### src/design/process_energy_accounting_table_unit_defines.svh
// Assertion macros shared by the accounting table RTL.
`ifndef PROCESS_ENERGY_ACCOUNTING_TABLE_UNIT_DEFINES_SVH
`define PROCESS_ENERGY_ACCOUNTING_TABLE_UNIT_DEFINES_SVH

// Check that the consequent holds in the same cycle as the antecedent.
`define PEA_ASSERT_NOW(label, clk, rst_n, ante, cons, msg) \
	label: assert property (@(posedge clk) disable iff (!rst_n) (ante) |-> (cons)) \
		else $error(msg);

// Check that the consequent holds in the cycle after the antecedent.
`define PEA_ASSERT_NEXT(label, clk, rst_n, ante, cons, msg) \
	label: assert property (@(posedge clk) disable iff (!rst_n) (ante) |=> (cons)) \
		else $error(msg);

`endif

### src/design/pea_pkg.sv
// Types, constants and helper functions of the accounting table.
`default_nettype none

package pea_pkg;

	localparam int DEFAULT_SLOTS = 64;
	localparam int IDX_W         = 6;
	localparam int CMD_W         = 3;
	localparam int AMOUNT_W      = 16;
	localparam int DATA_W        = 32;
	localparam int PADDR_W       = 3;
	localparam int REG_IDX_LSB   = 2;

	localparam logic REG_ENERGY_MODE = 1'b0;

	localparam int SCORE_WINDOW   = 40;
	localparam int STREAK_WINDOW  = 4;
	localparam int SLEEP_DECAY    = 2;
	localparam int RUN_WEIGHT     = 2;
	localparam int USAGE_WEIGHT   = 6;
	localparam int STREAK_WEIGHT  = 5;
	localparam int SLEEP_REBATE   = 5;
	localparam int WAKE_COST_NORM = 3;
	localparam int WAKE_COST_ECO  = 8;
	localparam int SW_COST_NORM   = 2;
	localparam int SW_COST_ECO    = 6;

	localparam int WIN_W    = 6;
	localparam int STREAK_W = 3;
	localparam int COST_W   = 4;
	localparam int SMALL_W  = 9;
	localparam int CREDIT_W = 8;

	typedef enum logic [CMD_W-1:0] {
		CMD_CLEAR  = 3'd0,
		CMD_RUN    = 3'd1,
		CMD_SLEEP  = 3'd2,
		CMD_WAKEUP = 3'd3,
		CMD_SWITCH = 3'd4,
		CMD_DECAY  = 3'd5,
		CMD_SCORE  = 3'd6
	} cmd_e_t;

	typedef enum logic [2:0] {
		ST_SWEEP,
		ST_IDLE,
		ST_READ,
		ST_SUM,
		ST_FINAL
	} state_t;

	typedef struct packed {
		logic [DATA_W-1:0] run_tick_count;
		logic [DATA_W-1:0] sleep_tick_count;
		logic [DATA_W-1:0] wakeup_count;
		logic [DATA_W-1:0] switch_count;
		logic [DATA_W-1:0] recent_usage;
		logic [DATA_W-1:0] run_streak;
		logic [DATA_W-1:0] last_score;
	} entry_t;

	typedef struct packed {
		logic [DATA_W-1:0]   wake_term;
		logic [DATA_W-1:0]   switch_term;
		logic [SMALL_W-1:0]  small_sum;
		logic [CREDIT_W-1:0] credit;
	} score_terms_t;

	function automatic logic [WIN_W-1:0] cap_window(input logic [DATA_W-1:0] v);
		cap_window = (v > DATA_W'(SCORE_WINDOW)) ? WIN_W'(SCORE_WINDOW) : v[WIN_W-1:0];
	endfunction

	function automatic logic [STREAK_W-1:0] clamp_streak(input logic [DATA_W-1:0] v);
		clamp_streak = (v > DATA_W'(STREAK_WINDOW)) ? STREAK_W'(STREAK_WINDOW)
			: v[STREAK_W-1:0];
	endfunction

endpackage

`default_nettype wire

### src/design/pea_update.sv
// Next-entry logic for the counter commands.
`default_nettype none

module pea_update (
	input  wire pea_pkg::cmd_e_t               cmd,
	input  wire logic [pea_pkg::AMOUNT_W-1:0]  amount,
	input  wire pea_pkg::entry_t               cur,
	output pea_pkg::entry_t                    nxt
);

	logic [pea_pkg::DATA_W-1:0] sleep_drop;
	logic [pea_pkg::DATA_W-1:0] amount_ext;

	assign amount_ext = pea_pkg::DATA_W'(amount);
	assign sleep_drop = pea_pkg::DATA_W'(pea_pkg::SLEEP_DECAY);

	always_comb begin
		nxt = cur;
		case (cmd)
			pea_pkg::CMD_CLEAR: begin
				nxt = '0;
			end
			pea_pkg::CMD_RUN: begin
				nxt.run_tick_count = cur.run_tick_count + 1'b1;
				nxt.recent_usage   = cur.recent_usage + 1'b1;
				nxt.run_streak     = cur.run_streak + 1'b1;
			end
			pea_pkg::CMD_SLEEP: begin
				nxt.sleep_tick_count = cur.sleep_tick_count + 1'b1;
				nxt.run_streak       = '0;
				nxt.recent_usage     = (sleep_drop >= cur.recent_usage) ? '0
					: cur.recent_usage - sleep_drop;
			end
			pea_pkg::CMD_WAKEUP: begin
				nxt.wakeup_count = cur.wakeup_count + 1'b1;
				nxt.run_streak   = '0;
				nxt.recent_usage = cur.recent_usage >> 1;
			end
			pea_pkg::CMD_SWITCH: begin
				nxt.switch_count = cur.switch_count + 1'b1;
			end
			pea_pkg::CMD_DECAY: begin
				nxt.recent_usage = (amount_ext >= cur.recent_usage) ? '0
					: cur.recent_usage - amount_ext;
			end
			default: begin
				nxt = cur;
			end
		endcase
	end

endmodule

`default_nettype wire

### config.mk
export PLATFORM = sky130hd
export DESIGN_NAME = pea_update
export DESIGN_NICKNAME = d
export VERILOG_FILES = /design/src/design/process_energy_accounting_table_unit_defines.svh /design/src/design/pea_pkg.sv /design/src/design/pea_update.sv
export SDC_FILE = /design/constraint.sdc
export NUM_CORES = 1
export LEC_CHECK = 0
export ABC_AREA = 1
export BUFFER_PORTS_ARGS = -buffer_cell sky130_fd_sc_hd__buf_2
export CAP_MARGIN = 20
export CORE_AREA = 2 2 181 183
export DETAILED_ROUTE_END_ITERATION = 16
export DIE_AREA = 0 0 183 185
export SLEW_MARGIN = 30
export SYNTH_ARGS = -nofsm -noshare
export SYNTH_HDL_FRONTEND = slang
export SYNTH_SLANG_ARGS = --single-unit
### constraint.sdc
create_clock -name vclk -period 3.3
set_clock_uncertainty 0.15 [all_clocks]
set_input_delay 0.66 -clock vclk [all_inputs]
set_output_delay 0.66 -clock vclk [all_outputs]
set_load 0.01 [all_outputs]
==> impl_metrics.json <==
{
  "status": "complete, but fails checks",
  "violations": "negative setup slack",
  "firstDrtPassIters": 6,
  "slew-limit-headroom_pct": 60.9,
  "critPathRequiredTime_ns": 2.49,
  "cp-start-kind": "input port",
  "ant_nets": 0,
  "cp.arrival_ns": 2.53,
  "register_area_sq_um": 0,
  "nClkBuffers": 0,
  "num_vias": 16800,
  "crit_chain": "buf_8, inv_6, ha_4, fa_2, inv_2, nand2_1, nand2_1, nand3_2, nand2_2, nand2_2, nand3_2, nand2_2, nor2_4, buf_6, nand3_2, a21oi_2, buf_2",
  "synth.yosys.seq_area_share_pct": 0,
  "tightest_slew_ns": 0.582,
  "rsz0062_at_grt": "true",
  "worst_path_largest_cell_delay_ns": 0.34,
  "synth_area_sq_mm": 0.00990,
  "syn-instance-count": 2133,
  "die_x_microns": 183,
  "p_leak_nw": 8.06,
  "setup_viol": 5,
  "drive_gt1_share_pct": 31.9,
  "io_pins": 467,
  "holdPathEnd": "nxt[24]",
  "endpoint_kind": "output port",
  "rows": 66,
  "powerDensity_mw_per_mm2": 127,
  "drv_cap": 0,
  "total_power_w": 0.00192,
  "dp_hpwl_microns": 49100,
  "fillerInstances": 3614,
  "grt_overflow": 0,
  "viasPerCell": 5.28,
  "final_util_pct": 47.2,
  "drt_wl_total_microns": 58700,
  "slew_violations": 0,
  "cp_max_fo": 7,
  "cpLargestDelayFamily": "simple AND/OR/NAND/NOR gates",
  "initial_utilization_pct": 30.9,
  "fin_crit_sh_pct": 101,
  "crit_type": "in -> out",
  "wl_per_cell_microns": 18.5,
  "hold_viol_final": 0,
  "drt_iter0_markers": 1232,
  "grt_pass1_wl_microns": 85400,
  "area_growth_pct": 52.7,
  "io_buffers": 467,
  "antenna_found_initial": 8,
  "pre_cts_slack_ns": -0.240,
  "startpoint": "cur[64]",
  "setup_ws_ns": -0.0408,
  "layout.nets": 3036,
  "design.seq.count": 0,
  "holdPathStages": 4,
  "grt_pass1_vias": 15100,
  "yosys_warnings": 0,
  "hp-class": "in -> out",
  "grt_max_degree": 51,
  "fmax_ghz": 0.299,
  "synth.distinct_cells": 54,
  "ir_drop_mv": 0.0938,
  "slowest_stage": "fa_2",
  "syn-mean-instance-area_sq_um": 4.64,
  "crit_buf_inv": 5,
  "drc_errors": 0,
  "core_sq_mm": 0.0320,
  "gp_congestion": 1.03,
  "die-area_sq_mm": 0.0339,
  "synth_fp_nets": 2402,
  "grt_usage_pct": 32.1,
  "fin_crit_ns": 3.34,
  "chipHeight_microns": 185,
  "min-delay-start": "cur[24]"
}
-- how the worst max path moves through the flow --
stage	end	depth (start not counted)
6_report	nxt[85]	17
5_1_grt	nxt[71]	17
4_1_cts	nxt[85]	17
3_5_place_dp	nxt[85]	17
3_3_place_gp	nxt[85]	17
2_1_floorplan	nxt[85]	15
-- metal layers --
layer | vias up | GRT usage (%) | routed length [microns]
met2 | 860 | 52.8 | 26200
met5 | - | 0 | 13
li1 | 8140 | - | -
met3 | 151 | 4.21 | 5170
met1 | 7651 | 42.4 | 24600
met4 | 2 | 13.1 | 2680
-- area by class of cell --
cell class | instances | area [sq um] | share of cell area [%]
multi-input combinational | 1719 | 8960 | 59.3
inverter | 346 | 1300 | 8.62
tap | 408 | 510 | 3.38
antenna | 7 | 17.5 | 0.116
timing repair buffer | 700 | 4330 | 28.6
-- cell usage after synthesis (8+ instances only) --
cell type | number | area [sq um]
buf_2 | 28 | 140
nand4_1 | 74 | 463
a31oi_1 | 11 | 68.8
nand3b_1 | 10 | 75.1
nand3_1 | 189 | 946
nor2_2 | 12 | 75.1
nor4_1 | 15 | 93.8
ha_1 | 25 | 313
inv_1 | 340 | 1280
o22ai_1 | 11 | 68.8
xor2_1 | 48 | 420
nand2_1 | 618 | 2320
xnor2_1 | 8 | 70.1
o21ai_0 | 119 | 596
nor3_1 | 62 | 310
a21oi_1 | 82 | 410
nor2_1 | 347 | 1300
a22oi_1 | 13 | 97.6
clkbuf_1 | 34 | 128
-- kinds of logic (layout without fill, tap and decap cells) --
| logic type | count (synthesis) | in the layout | synth area share, % |
|---|---|---|---|
| buf+inv | 415 | 1046 | 16.4 |
| simple gates | 1361 | 1362 | 59.5 |
| other cells | 0 | 7 | 0 |
| compound gates | 270 | 270 | 15.3 |
| xor+xnor | 56 | 56 | 4.95 |
| fa+ha+maj | 26 | 26 | 3.36 |
| mux | 5 | 5 | 0.505 |
-- timing repair --
| item | 4_1_cts | 5_1_grt |
|---|---|---|
| hold buffers | 0 | 0 |
| gates resized for setup | 41 | 160 |
| setup endpoints to repair | 37 | 61 |
| setup buffers | 6 | 4 |
| pin swaps | 13 | 35 |
| gates cloned | 1 | 1 |
-- cells in the final DEF, fill, tap and decap left out, types with 16 or more instances in the layout --
| cell | count |
|---|---|
| a21oi_1 | 76 |
| buf_2 | 458 |
| buf_4 | 215 |
| inv_1 | 335 |
| nand2_1 | 580 |
| nand2_2 | 36 |
| nand3_1 | 171 |
| nand3_2 | 16 |
| nand4_1 | 74 |
| nor2_1 | 298 |
| nor2_2 | 45 |
| nor2_4 | 23 |
| nor3_1 | 57 |
| o21ai_0 | 110 |
| xor2_1 | 47 |
-- through the flow --
step | setup TNS [ns] | instances | hold WS, ns | instance area (sq um)
finish | -0.123 | 3180 | 1.46 | 15100
global route | -1.37 | 3179 | 1.47 | 15100
CTS | -0.0568 | 3168 | 1.46 | 14500
detailed placement | -4.30 | 3161 | 1.46 | 14300
global placement | -3.86 | 3161 | 1.46 | 14300
floorplan | 0 | 2133 | 1.25 | 9900
-- where the power goes --
part	switching [W]	total, W	internal (W)
registers	0	0	0
logic	0.00118	0.00192	0.000749
clock network	0	0.000000000285	0.000000000285
Note: power is estimated with default switching activity, not from simulation.
