===== config.mk =====
export PLATFORM = sky130hd
export DESIGN_NAME = pea_score
export DESIGN_NICKNAME = d
export VERILOG_FILES = /design/src/design/process_energy_accounting_table_unit_defines.svh /design/src/design/pea_pkg.sv /design/src/design/pea_score.sv
export SDC_FILE = /design/constraint.sdc
export NUM_CORES = 1
export LEC_CHECK = 0
export ABC_AREA = 1
export BUFFER_PORTS_ARGS = -buffer_cell sky130_fd_sc_hd__buf_2
export CORE_MARGIN = 1.5
export CORE_UTILIZATION = 35
export DETAILED_ROUTE_END_ITERATION = 16
export GPL_TIMING_DRIVEN = 0
export MAX_ROUTING_LAYER = met4
export PLACE_DENSITY = 0.64
export SLEW_MARGIN = 20
export SYNTH_ARGS = -nofsm -noshare
export SYNTH_HDL_FRONTEND = slang
export SYNTH_SLANG_ARGS = --single-unit

===== constraint.sdc =====
create_clock -name vclk -period 4.1
set_input_delay 0.41 -clock vclk [all_inputs]
set_output_delay 0.41 -clock vclk [all_outputs]
set_load 0.02 [all_outputs]

===== src/design/process_energy_accounting_table_unit_defines.svh =====
// Assertion macros shared by the accounting table RTL.
`ifndef PROCESS_ENERGY_ACCOUNTING_TABLE_UNIT_DEFINES_SVH
`define PROCESS_ENERGY_ACCOUNTING_TABLE_UNIT_DEFINES_SVH

// Check that the consequent holds in the same cycle as the antecedent.
`define PEA_ASSERT_NOW(label, clk, rst_n, ante, cons, msg) \
	label: assert property (@(posedge clk) disable iff (!rst_n) (ante) |-> (cons)) \
		else $error(msg);

// Check that the consequent holds in the cycle after the antecedent.
`define PEA_ASSERT_NEXT(label, clk, rst_n, ante, cons, msg) \
	label: assert property (@(posedge clk) disable iff (!rst_n) (ante) |=> (cons)) \
		else $error(msg);

`endif


===== src/design/pea_pkg.sv =====
// Types, constants and helper functions of the accounting table.
`default_nettype none

package pea_pkg;

	localparam int DEFAULT_SLOTS = 64;
	localparam int IDX_W         = 6;
	localparam int CMD_W         = 3;
	localparam int AMOUNT_W      = 16;
	localparam int DATA_W        = 32;
	localparam int PADDR_W       = 3;
	localparam int REG_IDX_LSB   = 2;

	localparam logic REG_ENERGY_MODE = 1'b0;

	localparam int SCORE_WINDOW   = 40;
	localparam int STREAK_WINDOW  = 4;
	localparam int SLEEP_DECAY    = 2;
	localparam int RUN_WEIGHT     = 2;
	localparam int USAGE_WEIGHT   = 6;
	localparam int STREAK_WEIGHT  = 5;
	localparam int SLEEP_REBATE   = 5;
	localparam int WAKE_COST_NORM = 3;
	localparam int WAKE_COST_ECO  = 8;
	localparam int SW_COST_NORM   = 2;
	localparam int SW_COST_ECO    = 6;

	localparam int WIN_W    = 6;
	localparam int STREAK_W = 3;
	localparam int COST_W   = 4;
	localparam int SMALL_W  = 9;
	localparam int CREDIT_W = 8;

	typedef enum logic [CMD_W-1:0] {
		CMD_CLEAR  = 3'd0,
		CMD_RUN    = 3'd1,
		CMD_SLEEP  = 3'd2,
		CMD_WAKEUP = 3'd3,
		CMD_SWITCH = 3'd4,
		CMD_DECAY  = 3'd5,
		CMD_SCORE  = 3'd6
	} cmd_e_t;

	typedef enum logic [2:0] {
		ST_SWEEP,
		ST_IDLE,
		ST_READ,
		ST_SUM,
		ST_FINAL
	} state_t;

	typedef struct packed {
		logic [DATA_W-1:0] run_tick_count;
		logic [DATA_W-1:0] sleep_tick_count;
		logic [DATA_W-1:0] wakeup_count;
		logic [DATA_W-1:0] switch_count;
		logic [DATA_W-1:0] recent_usage;
		logic [DATA_W-1:0] run_streak;
		logic [DATA_W-1:0] last_score;
	} entry_t;

	typedef struct packed {
		logic [DATA_W-1:0]   wake_term;
		logic [DATA_W-1:0]   switch_term;
		logic [SMALL_W-1:0]  small_sum;
		logic [CREDIT_W-1:0] credit;
	} score_terms_t;

	function automatic logic [WIN_W-1:0] cap_window(input logic [DATA_W-1:0] v);
		cap_window = (v > DATA_W'(SCORE_WINDOW)) ? WIN_W'(SCORE_WINDOW) : v[WIN_W-1:0];
	endfunction

	function automatic logic [STREAK_W-1:0] clamp_streak(input logic [DATA_W-1:0] v);
		clamp_streak = (v > DATA_W'(STREAK_WINDOW)) ? STREAK_W'(STREAK_WINDOW)
			: v[STREAK_W-1:0];
	endfunction

endpackage

`default_nettype wire


===== src/design/pea_score.sv =====
// Weighted score terms and sleep credit of one entry.
`default_nettype none

module pea_score (
	input  wire logic             energy_mode,
	input  wire pea_pkg::entry_t  cur,
	output pea_pkg::score_terms_t terms
);

	logic [pea_pkg::WIN_W-1:0]    run_c;
	logic [pea_pkg::WIN_W-1:0]    usage_c;
	logic [pea_pkg::WIN_W-1:0]    sleep_c;
	logic [pea_pkg::STREAK_W-1:0] streak_c;
	logic [pea_pkg::COST_W-1:0]   wake_cost;
	logic [pea_pkg::COST_W-1:0]   sw_cost;

	always_comb begin
		run_c    = pea_pkg::cap_window(cur.run_tick_count);
		usage_c  = pea_pkg::cap_window(cur.recent_usage);
		sleep_c  = pea_pkg::cap_window(cur.sleep_tick_count);
		streak_c = pea_pkg::clamp_streak(cur.run_streak);

		wake_cost = energy_mode ? pea_pkg::COST_W'(pea_pkg::WAKE_COST_ECO)
			: pea_pkg::COST_W'(pea_pkg::WAKE_COST_NORM);
		sw_cost   = energy_mode ? pea_pkg::COST_W'(pea_pkg::SW_COST_ECO)
			: pea_pkg::COST_W'(pea_pkg::SW_COST_NORM);

		terms.wake_term   = cur.wakeup_count * pea_pkg::DATA_W'(wake_cost);
		terms.switch_term = cur.switch_count * pea_pkg::DATA_W'(sw_cost);
		terms.small_sum   =
			pea_pkg::SMALL_W'(run_c) * pea_pkg::SMALL_W'(pea_pkg::RUN_WEIGHT)
			+ pea_pkg::SMALL_W'(usage_c) * pea_pkg::SMALL_W'(pea_pkg::USAGE_WEIGHT)
			+ pea_pkg::SMALL_W'(streak_c) * pea_pkg::SMALL_W'(pea_pkg::STREAK_WEIGHT);
		// Credit only counts in energy mode; zero leaves the sum untouched.
		terms.credit = energy_mode
			? pea_pkg::CREDIT_W'(sleep_c) * pea_pkg::CREDIT_W'(pea_pkg::SLEEP_REBATE)
			: '0;
	end

endmodule

`default_nettype wire


==> results.txt, run 1 <==
- Status: complete, but fails checks
- Failing checks: setup timing
- Entering global routing, the biggest net connects 11 pins.
- Num sequential: 0
- For this run, the detailed router's first-pass iteration total came to 4.
- Synth Net Count: between 1,500 and 2,000
- Startpoint type of the worst setup path: input port
- Final-report hold violation count: 0
- Buffers placed on the I/O ports in this run total 272.
* Placed instance area: 0.00886 mm^2
- Number of placement rows: 52
* Buffers and inverters on the worst path: 4
- Worst path setup slack after routing: -1.74 ps
- Arrival time reported for the critical path endpoint: between 3000 and 4000 ps
* Crit path largest cell delay: ~600 ps
- The internal portion of the total power is 534 uW.
- First-pass GRT wire length: around 34,000 um
- The average instance in the mapped netlist occupies 6.03 um^2.
- Setup repair after global routing could not meet its margin everywhere.
- Die Span X: approximately 150 um
- Area occupied by multi-input gates: between 0.006 and 0.007 mm^2
* Via count of the first global-routing pass: ~7,700
- Dpl cells: 1,727
- Leakage power of the design: a little under 0.006 uW
* Portion of total power attributed to sequential cells: 0
- Of the total power, the share spent switching nets is 0.632.
- Drt via density: 4.62
- The number of antenna violations at the first check in global routing was 2.
- Summing every instance area after synthesis gives ~0.0072 mm^2.
- STA classifies the critical path endpoint as a primary output.
- XOR/XNOR share of the synthesized area: 0.0747
- Power per cell area: 152 mW/mm^2
* Tcrit/Tclk final: 1.00
- Placer's final routability congestion estimate: between 0.9 and 1
* WL per Instance: around 12 um
- In the routed design, unresolved DRC markers number 0.
- Starting Density: 0.356
- Layout Cell Area excl Fill: 0.00954 mm^2
- The share of total power dissipated in combinational logic is 1.000.
* Worst path cell trace: buf_6 > nor2_4 > nand4_1 > nor3_2 > o21ai_2 > nor2_2 > ha_2 > inv_2 > fa_1 > fa_2 > inv_2 > ha_4 > nand2_2 > nor2_2 > a211oi_2 > nor2_1 > o21ai_1 > nand2_1 > xor2_2 > buf_6
* Post-Synth Simple-Gate Area: 0.284
* Net switching power: a little over 900 uW
- Registers take 0 um^2.
- Of the cells placed in the final design, the portion with a size suffix greater than 1 is 0.292.
- At the end of the flow, the number of nets in the layout was between 1,500 and 2,000.
* Final Util: 0.474
* Number of nets with antenna violations after routing: 0
- Overflow after GRT: 0
- After synthesis, the share of cell area in mux cells is 0.
- Largest family of logic cells by synthesized area: adder cells
- Timing would allow up to roughly 240 MHz.
- Final TNS setup: -1.74 ps
- Of all nets on the critical path, the largest fanout is 2.
- Die Footprint: between 0.02 and 0.025 mm^2
* Number of DRC markers after the initial detailed-route iteration: 271
- Yosys warnings: 0
* Minimum clock period after layout: just over 4000 ps
- Crit Path Category: input port to primary output
* Count of final max-slew check failures: 0
* Total routing usage reported by global routing: 0.196
- From synthesis to final layout, the design area changed by 33.4%.
- Die Height: 146 um
* Top cell family by delay on the critical path: adder cells
- The region available for standard cell placement spans a little over 0.02 mm^2.
- Detail Placement HPWL: 18,900 um
* Setup violators final: 1
- The slowest stage of the critical path belongs to the cell sky130_fd_sc_hd__fa_2.
- Of the total synthesized cell area, the portion taken by full adders, half adders and majority gates is 0.348.
- # Max-Cap Violations: 0
* Via count: 8,070
* Drt total wl: 21,200 um
- Top-level I/O count: a little over 300
* Maximum resistive drop on vdd: around 0.15 mV
- Post-Syn Instances: ~1,200
* Complex-gate fraction of the synthesized area: 0.127
- Data on the critical path is required at its endpoint by between 3000 and 4000 ps.
* Worst hold path class: input port to primary output
- Filler-free cell count of the finished design: between 1,500 and 2,000
- Synth unique cells: 48
- Of the synthesized area, sequential elements account for 0.
- Buffers inserted to repair hold after CTS numbered 0.
- Layout clock buffers: 0
* Number of inserted filler cells in the final layout: between 2,000 and 2,500
* Leading cell types in the layout, fill and taps excluded: 283 x sky130_fd_sc_hd__inv_1, 258 x sky130_fd_sc_hd__buf_2, 234 x sky130_fd_sc_hd__nand2_1
- Clock power frac: 0
- Most frequent standard cell in the layout excluding fill and tap cells: sky130_fd_sc_hd__inv_1
[per-layer routing]
metal / up-vias / track usage / wire (um)
met4: 0 / 0.0276 / 296
met3: 18 / 0.0119 / 787
li1: 4288 / - / -
met2: 162 / 0.353 / 10600
met5: - / - / 0
met1: 3602 / 0.245 / 9500
[kinds of logic after synthesis]
family,count (synthesis)
other cells,2
fa+ha+maj,177
buf+inv,312
xor+xnor,61
simple gates,473
compound gates,160
[worst min-delay path, cell delays in order]
cell                    delay (ps)
sky130_fd_sc_hd__buf_2          90
sky130_fd_sc_hd__buf_4          90
sky130_fd_sc_hd__buf_2         150
[area by class of cell]
cell class / instances / area share
Timing Repair Buffer: 289 / 0.167
Inverter: 300 / 0.118
Multi-Input combinational cell: 873 / 0.670
Tap cell: 270 / 0.0354
Antenna cell: 2 / 0.000525
Buffer: 12 / 0.00853
[path summary, 6_finish.rpt]
path	start	end	cells after the start
worst min-delay path	cur[96]	terms[18]	3
worst max-delay path	cur[40]	terms[15]	20
[repair_timing]
| action | 4_1_cts | 5_1_grt |
|---|---|---|
| pin swaps | 34 | 39 |
| gates resized for setup | 50 | 109 |
| endpoints found under the setup margin | 23 | 22 |
| cloned | 0 | 0 |
| buffers inserted | 13 | 4 |
[Yosys cell counts, types with 2 or more instances]
cell type | count | share of area
sky130_fd_sc_hd__ha_1 | 141 | 0.25
sky130_fd_sc_hd__nor2_2 | 2 | 0.0017
sky130_fd_sc_hd__buf_4 | 2 | 0.0021
sky130_fd_sc_hd__o21bai_1 | 6 | 0.0063
sky130_fd_sc_hd__a21boi_0 | 2 | 0.0021
sky130_fd_sc_hd__nor3_2 | 4 | 0.0056
sky130_fd_sc_hd__nand4_1 | 19 | 0.017
sky130_fd_sc_hd__o21ai_2 | 4 | 0.0049
sky130_fd_sc_hd__nor3_1 | 20 | 0.014
sky130_fd_sc_hd__o21ai_1 | 6 | 0.0042
sky130_fd_sc_hd__a21oi_1 | 77 | 0.054
sky130_fd_sc_hd__fa_1 | 36 | 0.10
sky130_fd_sc_hd__nand2_1 | 245 | 0.13
sky130_fd_sc_hd__nand3_1 | 42 | 0.029
sky130_fd_sc_hd__a21o_1 | 10 | 0.010
sky130_fd_sc_hd__or2_1 | 2 | 0.0017
sky130_fd_sc_hd__xor2_1 | 46 | 0.056
sky130_fd_sc_hd__a211oi_1 | 3 | 0.0031
sky130_fd_sc_hd__nand2_2 | 4 | 0.0035
sky130_fd_sc_hd__a21oi_2 | 2 | 0.0025
sky130_fd_sc_hd__nor4_1 | 3 | 0.0026
sky130_fd_sc_hd__nand3b_1 | 3 | 0.0031
sky130_fd_sc_hd__inv_1 | 291 | 0.15
sky130_fd_sc_hd__nor2_4 | 2 | 0.0031
sky130_fd_sc_hd__inv_2 | 8 | 0.0042
sky130_fd_sc_hd__clkbuf_1 | 9 | 0.0047
sky130_fd_sc_hd__and2_0 | 2 | 0.0017
sky130_fd_sc_hd__o21ai_0 | 36 | 0.025
sky130_fd_sc_hd__nor2_1 | 117 | 0.061
sky130_fd_sc_hd__xnor2_1 | 15 | 0.018
sky130_fd_sc_hd__o21a_1 | 3 | 0.0031
sky130_fd_sc_hd__a31oi_1 | 6 | 0.0052
sky130_fd_sc_hd__conb_1 | 2 | 0.0011
[power groups by stage]
stage	clock network [uW]	registers, uW	logic [uW]
finish	0.0000653	0	1450
global route	0.0000653	0	1620
CTS	0	0	1400
detailed placement	0	0	1380
global placement	0	0	1380
floorplan	0	0	942
[metrics by stage]
stage	hold slack [ps]	setup WS, ps	power, uW
after CTS	1150	-47.5	1400
after detailed placement	1150	-505	1380
final	1140	-1.74	1450
after global routing	1160	-223	1620
after global placement	1150	-470	1380
after floorplan	933	13.7	942
Power figures use the tool's default switching activity.
==> run 2, diff against run 1 <==
--- a/config.mk
+++ b/config.mk
@@ -13,6 +13,7 @@
 export GPL_TIMING_DRIVEN = 0
 export MAX_ROUTING_LAYER = met4
 export PLACE_DENSITY = 0.64
+export RECOVER_POWER = 100
 export SLEW_MARGIN = 20
 export SYNTH_ARGS = -nofsm -noshare
 export SYNTH_HDL_FRONTEND = slang
==> run 2 against run 1 <==
Compared with the run above: the flow still finishes with violations (setup timing); via count up 0.22%; maximum frequency about the same; largest power group unchanged; clock-buffer cell count unchanged.
==> results.txt, run 2 (synthesized netlist as in run 1, its figures left out) <==
* CTS hold repair buffers: 0
* Starting Density: 0.356
* Leakage power of the design: slightly below 0.006 uW
* Count of final max-slew check failures: 0
- Final TNS setup: -3.09 ps
- Area taken by flip-flops and latches: 0 um^2
- From bottom edge to top edge, the die measures ~150 um.
- Die Footprint: about 0.021 mm^2
* Worst hold path class: input port to primary output
* Worst path cell trace: buf_6 > nor2_4 > nand4_1 > nor3_2 > o21ai_2 > nor2_2 > ha_2 > inv_2 > fa_1 > fa_2 > inv_2 > ha_4 > nand2_2 > nor2_2 > a211oi_2 > nor2_1 > o21ai_1 > nand2_1 > xor2_2 > buf_6
* Core ar.: between 0.02 and 0.025 mm^2
- Area occupied by multi-input gates: 0.00638 mm^2
- Top-level I/O count: 306
* First-pass GRT wire length: 34,300 um
- Among cell families on the critical path, the largest total delay comes from adder cells.
- Number of placement rows: 52
- Drt total wl: between 20,000 and 25,000 um
* Number of nets with antenna violations after routing: 0
- RSZ-0062 raised after global routing: true
- For this design, the slowest cell found on the critical path is sky130_fd_sc_hd__fa_2.
* Power per cell area: 152 mW/mm^2
- In the post-route analysis, the smallest setup slack over all paths is -3.09 ps.
- Overall Power: approximately 1400 uW
- Num sequential: 0
- The number of antenna violations at the first check in global routing is 2.
* Via count: around 8,100
- Status: complete, but fails checks
* Net count of the finished layout: 1,878
- Via count of the first global-routing pass: between 7,000 and 8,000
* Number of port buffers: 272
* Setup violators final: 1
- Detail Placement HPWL: 18,900 um
- Most frequent standard cell in the layout excluding fill and tap cells: sky130_fd_sc_hd__inv_1
- Fraction of final layout cells sized beyond drive strength 1: 0.281
- Placer's final routability congestion estimate: roughly 0.94
- For this run, the slowest stage of the critical path takes around 600 ps.
- Post-route DRC violation count: 0
- Startpoint type of the worst setup path: input port
- Data required time of the worst path: 3690 ps
- Worst setup EP type: primary output
- Layout area overhead: 33.0%
- # Max-Cap Violations: 0
- Across every metal layer, demand over resource in global routing totals 0.196.
* Layout clock buffers: 0
- Tcrit/Tclk final: 1.00
- Maximum number of pins on one net before global-route repair: 11
* Router iterations before antenna repair: 5
- The library cells used most frequently in the layout, excluding fill and tap cells, are 283 x sky130_fd_sc_hd__inv_1, 245 x sky130_fd_sc_hd__buf_2, 235 x sky130_fd_sc_hd__nand2_1.
* Number of DRC markers after the initial detailed-route iteration: 289
- Timing analysis after detailed placement gives a worst setup slack of -505 ps.
* Arrival time reported for the critical path endpoint: between 3000 and 4000 ps
- The setup path with the least slack is of type input port to primary output.
* WL per Instance: around 12 um
* Drt via density: about 4.6
- The smallest clock period supported by the final layout is computed as between 4000 and 5000 ps.
- Derived from the worst setup path, the maximum achievable clock frequency is roughly 240 MHz.
* Overflow after GRT: 0
- Buffers and inverters on the worst path: 4
* Die Span X: 146 um
- Final worst hold slack: 1170 ps
- Final-report hold violation count: 0
- Along the worst path, the maximum fanout reaches 2.
* Maximum resistive drop on vdd: 0.154 mV
- After filler insertion, the fill cell instance count of the layout stands at 2,154.
- The final reports fail on setup timing.
run 2: cell count changes in the layout (fill, tap and decap cells not counted):
cell	delta
sky130_fd_sc_hd__buf_2	-13
sky130_fd_sc_hd__a21oi_2	-1
sky130_fd_sc_hd__nand2_1	+1
sky130_fd_sc_hd__nor2_2	-1
sky130_fd_sc_hd__clkbuf_2	-1
sky130_fd_sc_hd__clkbuf_1	+14
sky130_fd_sc_hd__nor2_1	+1
sky130_fd_sc_hd__a21oi_1	+1
sky130_fd_sc_hd__nand2_2	-1
run 2: cell type report:
class                      count  area share
multi-input combinational    873       0.671
antenna                        2    0.000526
buffer                        12     0.00842
inverter                     300       0.119
tap                          270      0.0355
timing repair buffer         289       0.166
run 2: layer usage:
| metal | track usage | part of all wire | vias to the layer above |
|---|---|---|---|
| met5 | - | 0 | - |
| met4 | 0.0276 | 0.014 | 0 |
| met3 | 0.0119 | 0.037 | 20 |
| met2 | 0.353 | 0.50 | 169 |
| met1 | 0.245 | 0.45 | 3611 |
| li1 | - | - | 4288 |
run 2: report_power, final:
part           switching [uW]  total, uW  internal, uW
Clock                       0  0.0000653     0.0000653
Sequential                  0          0             0
Combinational             916       1450           529
run 2: tightest hold or removal path, cell delays in order:
cell                     delay, ps
sky130_fd_sc_hd__buf_2         100
sky130_fd_sc_hd__inv_2          50
sky130_fd_sc_hd__nor3_1         50
sky130_fd_sc_hd__buf_2         150
run 2: worst paths after layout:
kind      from         to  slack (ps)  depth (start not counted)
max    cur[40]  terms[15]          -3                         20
min   cur[160]   terms[0]        1170                          4
run 2: what timing repair did:
item	4_1_cts	5_1_grt
pin swaps	34	39
resized for setup	50	109
setup buffers	13	4
endpoints found under the setup margin	23	22
run 2: metrics by stage:
step	cells	utilization	area (um^2)
6_report	1746	0.473	9510
5_1_grt	1746	0.473	9510
4_1_cts	1740	0.455	9150
3_5_place_dp	1727	0.441	8860
3_3_place_gp	1727	0.441	8860
2_1_floorplan	1185	-	7160
==> run 3, diff against run 2 <==
--- a/config.mk
+++ b/config.mk
@@ -12,7 +12,7 @@
 export DETAILED_ROUTE_END_ITERATION = 16
 export GPL_TIMING_DRIVEN = 0
 export MAX_ROUTING_LAYER = met4
-export PLACE_DENSITY = 0.64
+export PLACE_DENSITY = 0.62
 export RECOVER_POWER = 100
 export SLEW_MARGIN = 20
 export SYNTH_ARGS = -nofsm -noshare
==> constraint.sdc (replaced) <==
create_clock -name vclk -period 4.5
set_input_delay 0.45 -clock vclk [all_inputs]
set_output_delay 0.45 -clock vclk [all_outputs]
set_load 0.02 [all_outputs]
==> run 3 against run 2 <==
Compared with the run above: the flow now finishes without violations; via count shrank 2.2%; final cell count shrank 0.63%; hold slack gained 92 ps; global-route usage grew 0.17 points; utilization shrank 3.0 points; combinational power shrank 15%; critical endpoint is now terms[16].
==> results.txt, run 3 (synthesized netlist as in run 1, its figures left out) <==
* Count of final max-slew check failures: 0
- Most frequent cell on the critical path: sky130_fd_sc_hd__nand2_1
* Number of placement rows: 52
- Net count of the finished layout: 1,865
- The worst path meets setup with 201 ps of slack.
* Data required time of the worst path: 4050 ps
- Worst hold path class: input port to primary output
- Arrival time reported for the critical path endpoint: a little under 4000 ps
- The HPWL after detailed placement is about 19,000 um.
- The filler cells instantiated in the layout total approximately 2,200.
- At the end of routability-driven placement, the weighted congestion stood at just over 0.9.
- Top routing layer in use: met4
* Number of port buffers: about 270
- Minimum clock period after layout: around 4300 ps
- Once layout is done, the placed cells without fillers occupy just under 0.009 mm^2.
- For this run, the detailed router's first-pass iteration total came to 5.
- Switching part of the total: 0.651
- Across the run, the number of max-cap violations was 0.
- Top-level I/O count: ~310
- The die is approximately 150 um tall.
* Transition time at the pin with the least slew margin: 599 ps
* Portion of total power attributed to sequential cells: 0
* Num sequential: 0
* Drt total wl: a little over 20,000 um
- Buffers and inverters on the worst path: 6
- The floorplan step defined a die boundary enclosing approximately 0.021 mm^2.
- The routed layout has between 7,000 and 8,000 vias.
- The number of antenna violations at the first check in global routing is 4.
- Routed length on met3: around 610 um
* Core ar.: a little over 0.02 mm^2
- The initial utilization of the core area, before any placement, comes to 0.356.
- Number of DRC markers after the initial detailed-route iteration: roughly 240
- The worst setup path is launched from an input port.
- Worst setup EP type: primary output
- The run finished with clean final reports.
- The final count of hold timing violations came to 0.
* CTS hold repair buffers: 0
- The first global-routing pass estimated ~35,000 um of wire.
* Slew margin rel.: 0.601
* Layout clock buffers: 0
- The largest single stage delay on the critical path is about 440 ps.
* Overflow after GRT: 0
- Of the available clock period, the critical path in the final layout requires 0.955.
* Area taken by flip-flops and latches: 0 um^2
- The number of global-route vias before repair was about 7,700.
* Crit Path Category: input port to primary output
- IR analysis of the VDD net gives a maximum drop of a little under 0.1 mV.
- Die Span X: ~150 um
* Clock power frac: 0
* Timing-limited maximum frequency: between 200 and 250 MHz
- Post-placement worst setup slack: -131 ps
- Placed instance area: 0.00885 mm^2
* Layout area overhead: 24.6%
* Drt via density: roughly 4.6
- Wire length on met1: ~9600 um
- Summed over all cells, the static leakage comes to 0.00566 uW.
* WL per Instance: ~12 um
* Slowest stage cell on the critical path: sky130_fd_sc_hd__fa_1
- Dividing total power by cell area gives a power density of 138 mW/mm^2.
* Cell-internal power: 430 uW
* Leading cell types in the layout, fill and taps excluded: 289 x sky130_fd_sc_hd__inv_1, 245 x sky130_fd_sc_hd__nand2_1, 225 x sky130_fd_sc_hd__buf_2
- Maximum number of pins on one net before global-route repair: 11
- Net switching power: 804 uW
* Met2 layer wire length in the routed design: roughly 10,000 um
- Comb power frac: 1.000
- Setup violators final: 0
- RSZ-0062 raised after global routing: true
* Number of nets with antenna violations after routing: 0
* Top cell family by delay on the critical path: simple AND/OR/NAND/NOR gates
- Total routing usage reported by global routing: 0.197
- In the final layout, the share of cells above drive strength 1 is 0.191.
* Most frequent standard cell in the layout excluding fill and tap cells: sky130_fd_sc_hd__inv_1
- After detailed routing, the number of remaining DRC violations is 0.
* Maximum fanout along the worst path: 5
-- run 3: worst paths after layout --
| path | endpoint | depth (start not counted) | startpoint |
|---|---|---|---|
| max | terms[16] | 25 | cur[93] |
| min | terms[19] | 3 | cur[97] |
-- run 3: repair_timing --
| action | in CTS | in global routing |
|---|---|---|
| endpoints found under the hold margin | 0 | 0 |
| pin swaps | 1 | 8 |
| endpoints found under the setup margin | 2 | 17 |
| buffers inserted | 1 | 3 |
| resized for setup | 2 | 35 |
-- run 3: area by class of cell --
class | count | area, um^2 | area share
Antenna cell | 4 | 10.0 | 0.00112
Buffer | 12 | 67.6 | 0.00758
Inverter | 300 | 1130 | 0.126
Multi-Input combinational cell | 873 | 6030 | 0.677
Tap cell | 270 | 338 | 0.0379
Timing Repair Buffer | 276 | 1340 | 0.150
-- run 3: power by group through the flow --
stage / Clock, uW / Sequential (uW) / Combinational [uW]
floorplan: 0 / 0 / 858
global placement: 0 / 0 / 1250
detailed placement: 0 / 0 / 1260
CTS: 0 / 0 / 1270
global route: 0.000119 / 0 / 1390
finish: 0.000119 / 0 / 1230
-- run 3: stage by stage --
step / setup TNS, ps / utilization / power, uW / hold slack [ps] / std cells
after detailed placement: -187 / 0.440 / 1260 / 1240 / 1727
after global placement: -145 / 0.440 / 1250 / 1240 / 1727
after CTS: 0 / 0.441 / 1270 / 1240 / 1728
after floorplan: 0 / - / 858 / 1010 / 1185
final: 0 / 0.443 / 1230 / 1260 / 1735
after global routing: -310 / 0.443 / 1390 / 1290 / 1735
-- run 3: metal layers --
metal	GRT usage	vias up
li1	-	4258
met1	0.251	3482
met2	0.351	150
met3	0.00658	18
met4	0.0362	0
met5	-	-
